**src/tbstf_pkg.sv**
```systemverilog
// Shared types, codes and defaults for the serial transmit FIFO.
package tbstf_pkg;

  localparam int unsigned FIFO_DEPTH_DEF = 512;
  localparam int unsigned COPIES_DEF     = 3;
  localparam int unsigned DATA_W         = 8;

  typedef logic [1:0] op_t;

  localparam op_t OP_PUSH  = 2'd0;
  localparam op_t OP_CLOSE = 2'd1;
  localparam op_t OP_TICK  = 2'd2;

  localparam logic [2:0] BIT_MSB = 3'd7;

  typedef struct packed {
    op_t               op;
    logic [DATA_W-1:0] data;
  } in_item_t;

  // Packed so that serial_bit lands in bit 0.
  typedef struct packed {
    logic accepted;
    logic available;
    logic serial_bit;
  } result_t;

endpackage

```
**src/tbstf_ram.sv**
```systemverilog
// Generic single-write, single-read RAM with registered read data.
module tbstf_ram #(
  parameter int unsigned WIDTH = 8,
  parameter int unsigned DEPTH = 2
) (
  input  logic                     clk_i,
  input  logic                     we_i,
  input  logic [$clog2(DEPTH)-1:0] waddr_i,
  input  logic [WIDTH-1:0]         wdata_i,
  input  logic [$clog2(DEPTH)-1:0] raddr_i,
  output logic [WIDTH-1:0]         rdata_o
);

  logic [WIDTH-1:0] mem [DEPTH];
  logic [WIDTH-1:0] rdata_q;

  always_ff @(posedge clk_i) begin
    if (we_i) begin
      mem[waddr_i] <= wdata_i;
    end
    rdata_q <= mem[raddr_i];
  end

  assign rdata_o = rdata_q;

endmodule

```
**src/tbstf_core.sv**
```systemverilog
// Pointer, bit-shift and checksum control around the group store RAM.
module tbstf_core import tbstf_pkg::*; #(
  parameter int unsigned FIFO_DEPTH = FIFO_DEPTH_DEF,
  parameter int unsigned COPIES     = COPIES_DEF
) (
  input  logic     clk_i,
  input  logic     rst_ni,
  input  logic     req_valid_i,
  input  in_item_t req_i,
  output result_t  res_o
);

  // Fill level in byte slots; never exceeds FIFO_DEPTH-1.
  localparam int unsigned CNT_W   = $clog2(FIFO_DEPTH);
  localparam int unsigned SUM_W   = CNT_W + 3;
  // Every write is COPIES identical bytes, so the RAM keeps one entry per group.
  localparam int unsigned GRP_RAW = (FIFO_DEPTH + COPIES - 2) / COPIES;
  localparam int unsigned GDEPTH  = (GRP_RAW < 2) ? 2 : GRP_RAW;
  localparam int unsigned GA_W    = $clog2(GDEPTH);
  localparam int unsigned CP_W    = (COPIES > 1) ? $clog2(COPIES) : 1;

  localparam logic [SUM_W-1:0] FILL_LIMIT = SUM_W'(FIFO_DEPTH - 1);
  localparam logic [SUM_W-1:0] COPIES_S   = SUM_W'(COPIES);
  localparam logic [GA_W-1:0]  GRP_LAST   = GA_W'(GDEPTH - 1);
  localparam logic [CP_W-1:0]  CP_LAST    = CP_W'(COPIES - 1);

  logic [CNT_W-1:0]  fill_q, fill_d;
  logic [GA_W-1:0]   rd_grp_q, rd_grp_d;
  logic [GA_W-1:0]   wr_grp_q, wr_grp_d;
  logic [CP_W-1:0]   rd_copy_q, rd_copy_d;
  logic [2:0]        bit_pos_q, bit_pos_d;
  logic [DATA_W-1:0] csum_q, csum_d;
  logic              fwd_q, fwd_d;
  logic [DATA_W-1:0] fwd_data_q;

  logic [DATA_W-1:0] ram_rdata;
  logic [DATA_W-1:0] head;
  logic [DATA_W-1:0] wr_value;
  logic [SUM_W-1:0]  fill_plus;
  logic              room;
  logic              we;
  result_t           res;

  tbstf_ram #(
    .WIDTH (DATA_W),
    .DEPTH (GDEPTH)
  ) u_ram (
    .clk_i   (clk_i),
    .we_i    (we),
    .waddr_i (wr_grp_q),
    .wdata_i (wr_value),
    .raddr_i (rd_grp_d),
    .rdata_o (ram_rdata)
  );

  // RAM read is old-data on a same-address write; take the written byte instead.
  assign head      = fwd_q ? fwd_data_q : ram_rdata;
  assign wr_value  = (req_i.op == OP_PUSH) ? req_i.data : csum_q;
  assign fill_plus = {3'b000, fill_q} + COPIES_S;
  assign room      = (fill_plus <= FILL_LIMIT);
  assign fwd_d     = we && (wr_grp_q == rd_grp_d);

  always_comb begin
    fill_d    = fill_q;
    rd_grp_d  = rd_grp_q;
    wr_grp_d  = wr_grp_q;
    rd_copy_d = rd_copy_q;
    bit_pos_d = bit_pos_q;
    csum_d    = csum_q;
    we        = 1'b0;
    res       = '0;
    if (req_valid_i) begin
      case (req_i.op)
        OP_PUSH, OP_CLOSE: begin
          if (room) begin
            we           = 1'b1;
            wr_grp_d     = (wr_grp_q == GRP_LAST) ? '0 : wr_grp_q + 1'b1;
            fill_d       = fill_plus[CNT_W-1:0];
            res.accepted = 1'b1;
            csum_d       = (req_i.op == OP_PUSH) ? (csum_q ^ req_i.data) : '0;
          end
        end
        OP_TICK: begin
          if (fill_q != '0) begin
            res.serial_bit = head[bit_pos_q];
            if (bit_pos_q == 3'd0) begin
              bit_pos_d = BIT_MSB;
              fill_d    = fill_q - 1'b1;
              // Step to the next group after its last copy.
              if (rd_copy_q == CP_LAST) begin
                rd_copy_d = '0;
                rd_grp_d  = (rd_grp_q == GRP_LAST) ? '0 : rd_grp_q + 1'b1;
              end else begin
                rd_copy_d = rd_copy_q + 1'b1;
              end
            end else begin
              bit_pos_d = bit_pos_q - 1'b1;
            end
          end
        end
        default: ;
      endcase
    end
    res.available = (fill_d != '0);
  end

  always_ff @(posedge clk_i or negedge rst_ni) begin
    if (!rst_ni) begin
      fill_q    <= '0;
      rd_grp_q  <= '0;
      wr_grp_q  <= '0;
      rd_copy_q <= '0;
      bit_pos_q <= BIT_MSB;
      csum_q    <= '0;
      fwd_q     <= 1'b0;
    end else begin
      fill_q    <= fill_d;
      rd_grp_q  <= rd_grp_d;
      wr_grp_q  <= wr_grp_d;
      rd_copy_q <= rd_copy_d;
      bit_pos_q <= bit_pos_d;
      csum_q    <= csum_d;
      fwd_q     <= fwd_d;
    end
  end

  always_ff @(posedge clk_i) begin
    fwd_data_q <= wr_value;
  end

  assign res_o = res;

endmodule

```
**src/tbstf_obuf.sv**
```systemverilog
// Two-entry result queue between the core and the output channel.
module tbstf_obuf import tbstf_pkg::*; (
  input  logic    clk_i,
  input  logic    rst_ni,
  input  logic    in_valid_i,
  input  result_t in_res_i,
  output logic    in_ready_o,
  output logic    out_valid_o,
  input  logic    out_ready_i,
  output result_t out_res_o
);

  logic [1:0] cnt_q, cnt_d;
  result_t    slot0_q, slot0_d;
  result_t    slot1_q, slot1_d;
  logic       push;
  logic       pop;

  assign in_ready_o  = (cnt_q != 2'd2);
  assign out_valid_o = (cnt_q != 2'd0);
  assign push        = in_valid_i && in_ready_o;
  assign pop         = out_valid_o && out_ready_i;

  always_comb begin
    cnt_d   = cnt_q;
    slot0_d = slot0_q;
    slot1_d = slot1_q;
    case ({push, pop})
      2'b10: begin
        if (cnt_q == 2'd0) begin
          slot0_d = in_res_i;
        end else begin
          slot1_d = in_res_i;
        end
        cnt_d = cnt_q + 1'b1;
      end
      2'b01: begin
        slot0_d = slot1_q;
        cnt_d   = cnt_q - 1'b1;
      end
      // Push only happens with one entry here: replace the departing head.
      2'b11: begin
        slot0_d = in_res_i;
      end
      default: ;
    endcase
  end

  always_ff @(posedge clk_i or negedge rst_ni) begin
    if (!rst_ni) begin
      cnt_q <= 2'd0;
    end else begin
      cnt_q <= cnt_d;
    end
  end

  always_ff @(posedge clk_i) begin
    slot0_q <= slot0_d;
    slot1_q <= slot1_d;
  end

  assign out_res_o = slot0_q;

endmodule

```
**src/tripled_byte_serial_tx_fifo_top.sv**
```systemverilog
// Top level of the byte FIFO serial transmitter with frame checksum.
//
//  channel | dir | tdata                        | tuser
//  s_axis  | in  | [7:0] data_byte              | [1:0] operation
//  m_axis  | out | [0] serial_bit, [1] available, [2] accepted, [7:3] zero | -
//
// One item per cycle while the result queue has room: each transaction updates
// the pointers, fill level and bit position; the head group byte is prefetched
// from the RAM at the next read pointer, with forwarding for a same-entry write.
// Reset clears pointers, fill level and checksum and sets the bit position to 7;
// the RAM needs no clearing. Results pass through a two-entry queue, so input
// stalls only when two results wait on m_axis.
module tripled_byte_serial_tx_fifo_top import tbstf_pkg::*; #(
  parameter int unsigned FIFO_DEPTH = FIFO_DEPTH_DEF,
  parameter int unsigned COPIES     = COPIES_DEF
) (
  input  logic       clk_i,
  input  logic       rst_ni,
  input  logic       s_axis_tvalid,
  output logic       s_axis_tready,
  input  logic [7:0] s_axis_tdata,  // [7:0] data_byte
  input  logic [1:0] s_axis_tuser,  // [1:0] operation
  output logic       m_axis_tvalid,
  input  logic       m_axis_tready,
  output logic [7:0] m_axis_tdata   // [0] serial_bit, [1] available, [2] accepted
);

  in_item_t req;
  result_t  core_res;
  result_t  out_res;
  logic     accept;

  assign req.op   = s_axis_tuser;
  assign req.data = s_axis_tdata;
  assign accept   = s_axis_tvalid && s_axis_tready;

  tbstf_core #(
    .FIFO_DEPTH (FIFO_DEPTH),
    .COPIES     (COPIES)
  ) u_core (
    .clk_i       (clk_i),
    .rst_ni      (rst_ni),
    .req_valid_i (accept),
    .req_i       (req),
    .res_o       (core_res)
  );

  tbstf_obuf u_obuf (
    .clk_i       (clk_i),
    .rst_ni      (rst_ni),
    .in_valid_i  (accept),
    .in_res_i    (core_res),
    .in_ready_o  (s_axis_tready),
    .out_valid_o (m_axis_tvalid),
    .out_ready_i (m_axis_tready),
    .out_res_o   (out_res)
  );

  assign m_axis_tdata = {5'b00000, out_res};

endmodule

```
**config.mk**
```make
export PLATFORM = sky130hd
export DESIGN_NAME = tripled_byte_serial_tx_fifo_top
export DESIGN_NICKNAME = d
export VERILOG_FILES = /design/src/tbstf_pkg.sv /design/src/tbstf_ram.sv /design/src/tbstf_core.sv /design/src/tbstf_obuf.sv /design/src/tripled_byte_serial_tx_fifo_top.sv
export SDC_FILE = /design/constraint.sdc
export NUM_CORES = 2
export LEC_CHECK = 0
export ABC_AREA = 1
export BUFFER_PORTS_ARGS = -buffer_cell sky130_fd_sc_hd__buf_4
export CORE_MARGIN = 4
export CORE_UTILIZATION = 60
export CTS_CLUSTER_DIAMETER = 150
export CTS_CLUSTER_SIZE = 28
export DETAILED_ROUTE_END_ITERATION = 8
export GPL_ROUTABILITY_DRIVEN = 0
export PLACE_DENSITY = 0.76
export SLEW_MARGIN = 0
export SYNTH_ARGS = -nofsm -noshare
export SYNTH_HDL_FRONTEND = slang
export SYNTH_SLANG_ARGS = --single-unit
```
**constraint.sdc**
```tcl
create_clock -name clk_i -period 26.8 [get_ports clk_i]
set_clock_uncertainty 0.2 [all_clocks]
set_input_delay 2.68 -clock clk_i [delete_from_list [all_inputs] [get_ports clk_i]]
set_output_delay 2.68 -clock clk_i [all_outputs]
set_load 0.01 [all_outputs]
```
==> results_dict.tcl <==
set metrics [dict create \
    status "complete, no violations" \
    fin_area_mm2 0.06475 \
    layout-drive-gt1-share 0.03343 \
    worst_pin_slew_ns 1.364 \
    maxCapViolations 0 \
    syn_avg_cell_area_um2 10.88 \
    coreArea_mm2 0.1025 \
    clk_latency_ns 0.71 \
    cts_buffers 57 \
    drv_slew 0 \
    hp-class "flip-flop to flip-flop" \
    finalCriticalPeriod_ns 7.612 \
    dp_hpwl_um 85280 \
    synth_top_cell_area_share 0.6621 \
    first_iter_violations 6126 \
    synth_seq_cells 1431 \
    ys_warn_count 0 \
    crit_arrival_ns 8.07 \
    netlist_instances 5730 \
    ys_types 51 \
    clock-sinks 1431 \
    powerDensity_mw_per_mm2 81.73 \
    start_util 0.6081 \
    synth_top_area_cell "edfxtp_1" \
    holdWs_ns 0.3212 \
    final_hold_viol_count 0 \
    rrSetupSlack_ns 20.57 \
    first_pass_iters 6 \
    critical_path_class "input pin to flip-flop" \
    leakage_nw 24.79 \
    whs_path_depth 2 \
    clockBufferDepth 3 \
    vias 41434 \
    holdPathEnd "u_core.bit_pos_q[2]" \
    worstPathRequired_ns 27.26 \
    grt_setup_unrepaired "no" \
    die_w_um 330.3 \
    slew_headroom 0.09044 \
    max_freq_mhz 131.4 \
    grt.total_usage 0.2834 \
    post_cts_buffers 0 \
    regToRegStartpoint "u_core.fill_q[0]" \
    r2r_cells 20 \
    fin_util 0.6319 \
    via_per_inst 6.002 \
    critPathLaunchType "input pin" \
    area_delta_synth_final_pct 3.911 \
    ir_drop_mv 0.09893 \
    holdCritStartpoint "u_core.bit_pos_q[2]" \
    report.final.setup_viol 0 \
    cts_tree "done" \
    cp-end-kind "flip-flop" \
    synth_most_common_cell "edfxtp_1" \
    ant_nets 0 \
    post-route-period-util 0.2840 \
    cts_hold_buf 0 \
    drt-wirelength-per-cell_um 22.59 \
    ys.flop_type "edfxtp_1" \
    synth.area.top_cells "edfxtp_1 (66%), nand3_1 (8.3%), nand2_1 (7.3%), inv_1 (4.6%), nor2_1 (1.7%)" \
    async_flop_share 0.02865 \
    htreeDepth 2 \
    clk_pin_slew_worst_paths_ns 0.11 \
    gr-total-overflow 0 \
    grt_pass1_wl_um 235900 \
    antenna_found_initial 2 \
    synth.top_cells.by_count "edfxtp_1 (1,374), nand2_1 (1,207), nand3_1 (1,037)" \
    synth_seq_area_share 0.6838 \
    final.setup.tns_ns 0 \
    rows 117 \
    ctsResizeCount 0 \
    synth_edf_count 1374 \
    cts-root-buf "clkbuf_16" \
    netlist_area_mm2 0.06232 \
    portBuffers 18 \
    drc 0 \
    r2r-end "u_core.u_ram.rdata_o[2]" \
    grt_pass1_vias 39291 \
    place_area_mm2 0.06314 \
    die_h_um 330.3 \
    wl_um 156000 \
    io_pins 24 \
    nNetsFinal 5533 \
    critPathMaxFanout 117 \
    die_area_mm2 0.1091 \
    grt_max_degree 224 \
]
## final cells by class
cell class,count,area [µm²]
Fill cell,7828,37720
Tap cell,1368,1712
Antenna cell,1,2.502
Timing Repair Buffer,61,595.6
Clock inverter,2,38.79
Inverter,775,2922
Sequential cell,1431,42610
Multi-Input combinational cell,3181,15300
Clock buffer,84,1570
## cell usage in the layout, fill, tap and decap left out, types with 16 or more instances in the layout
cell       Yosys  final
nor2_1       277    276
buf_4         25     50
dfxtp_1       16     16
dfrtp_1       38     38
edfxtp_1    1374   1374
o21ai_0      135    127
o211ai_1     132    132
o21ai_1      104    104
clkbuf_1     114     25
nand2_1     1207   1207
inv_1        758    758
clkbuf_16      0     59
nand3_1     1037   1033
nand3b_1     120    120
a21oi_1       29     29
## per-stage QoR
stage          power (W)  setup slack (ns)  instances
5_1_grt         0.005518             18.90       6902
6_report        0.005292             19.19       6903
4_1_cts         0.005270             19.38       6902
2_1_floorplan   0.003819             15.44       5734
3_3_place_gp    0.004217             18.81       6816
3_5_place_dp    0.004246             18.65       6816
## worst max-delay path by stage
stage | start | end | slack [ns]
global route | s_axis_tuser[1] | u_core.u_ram.rdata_o[1] | 18.90
detailed placement | s_axis_tuser[1] | u_core.u_ram.rdata_o[2] | 18.65
finish | s_axis_tuser[1] | u_core.u_ram.rdata_o[2] | 19.19
global placement | s_axis_tuser[1] | u_core.u_ram.rdata_o[2] | 18.81
CTS | s_axis_tuser[1] | u_core.u_ram.rdata_o[2] | 19.38
floorplan | s_axis_tuser[0] | u_core.u_ram.mem[0][0] | 15.44
## state kept, by name (all words and copies together) (netlist names), 8 cells and up
| signal | count |
|---|---|
| u_core.fwd_data_q | 8 |
| u_core.fill_q | 9 |
| u_core.csum_q | 8 |
| u_core.wr_grp_q | 8 |
| u_core.u_ram.rdata_o | 8 |
| u_core.rd_grp_q | 8 |
| u_core.u_ram.mem | 1368 |
## metal layers
layer	up-vias	routed length, µm	track usage
met2	2405	71700	0.4412
met1	19733	59630	0.3934
li1	18925	-	-
met5	-	41	0
met3	365	17480	0.05755
met4	6	7118	0.1219
## power breakdown
group / switching (W) / internal (W) / total (W)
clock network: 0.000652 / 0.000411 / 0.00106
registers: 0.0000335 / 0.00263 / 0.00266
logic: 0.00118 / 0.000386 / 0.00157
## worst max-delay path: stages
cell,delay [ns]
buf_4,0.12
inv_2,0.09
nor2_4,0.20
inv_2,0.11
nor2_8,0.22
nand4_4,0.49
nand2_8,0.70
buf_4,0.92
buf_4,0.98
nand2_1,0.12
o21ai_1,0.12
nand2_1,0.07
nand3_1,0.13
nand3_1,0.16
nand3_1,0.16
nand3_1,0.20
nand3_1,0.17
nand3_1,0.09
nand2_1,0.09
## logic make-up (layout without fill, tap and decap cells)
family / count (synthesis) / after routing / share of synthesized area
buf+inv: 1122 / 922 / 0.07365
mux: 4 / 4 / 0.0006425
flops: 1431 / 1431 / 0.6838
simple gates: 2715 / 2715 / 0.1959
fa+ha+maj: 12 / 12 / 0.002409
xor+xnor: 16 / 16 / 0.002369
compound gates: 429 / 429 / 0.04126
other cells: 1 / 6 / 0.00006018
(Power assumes the default switching activity.)
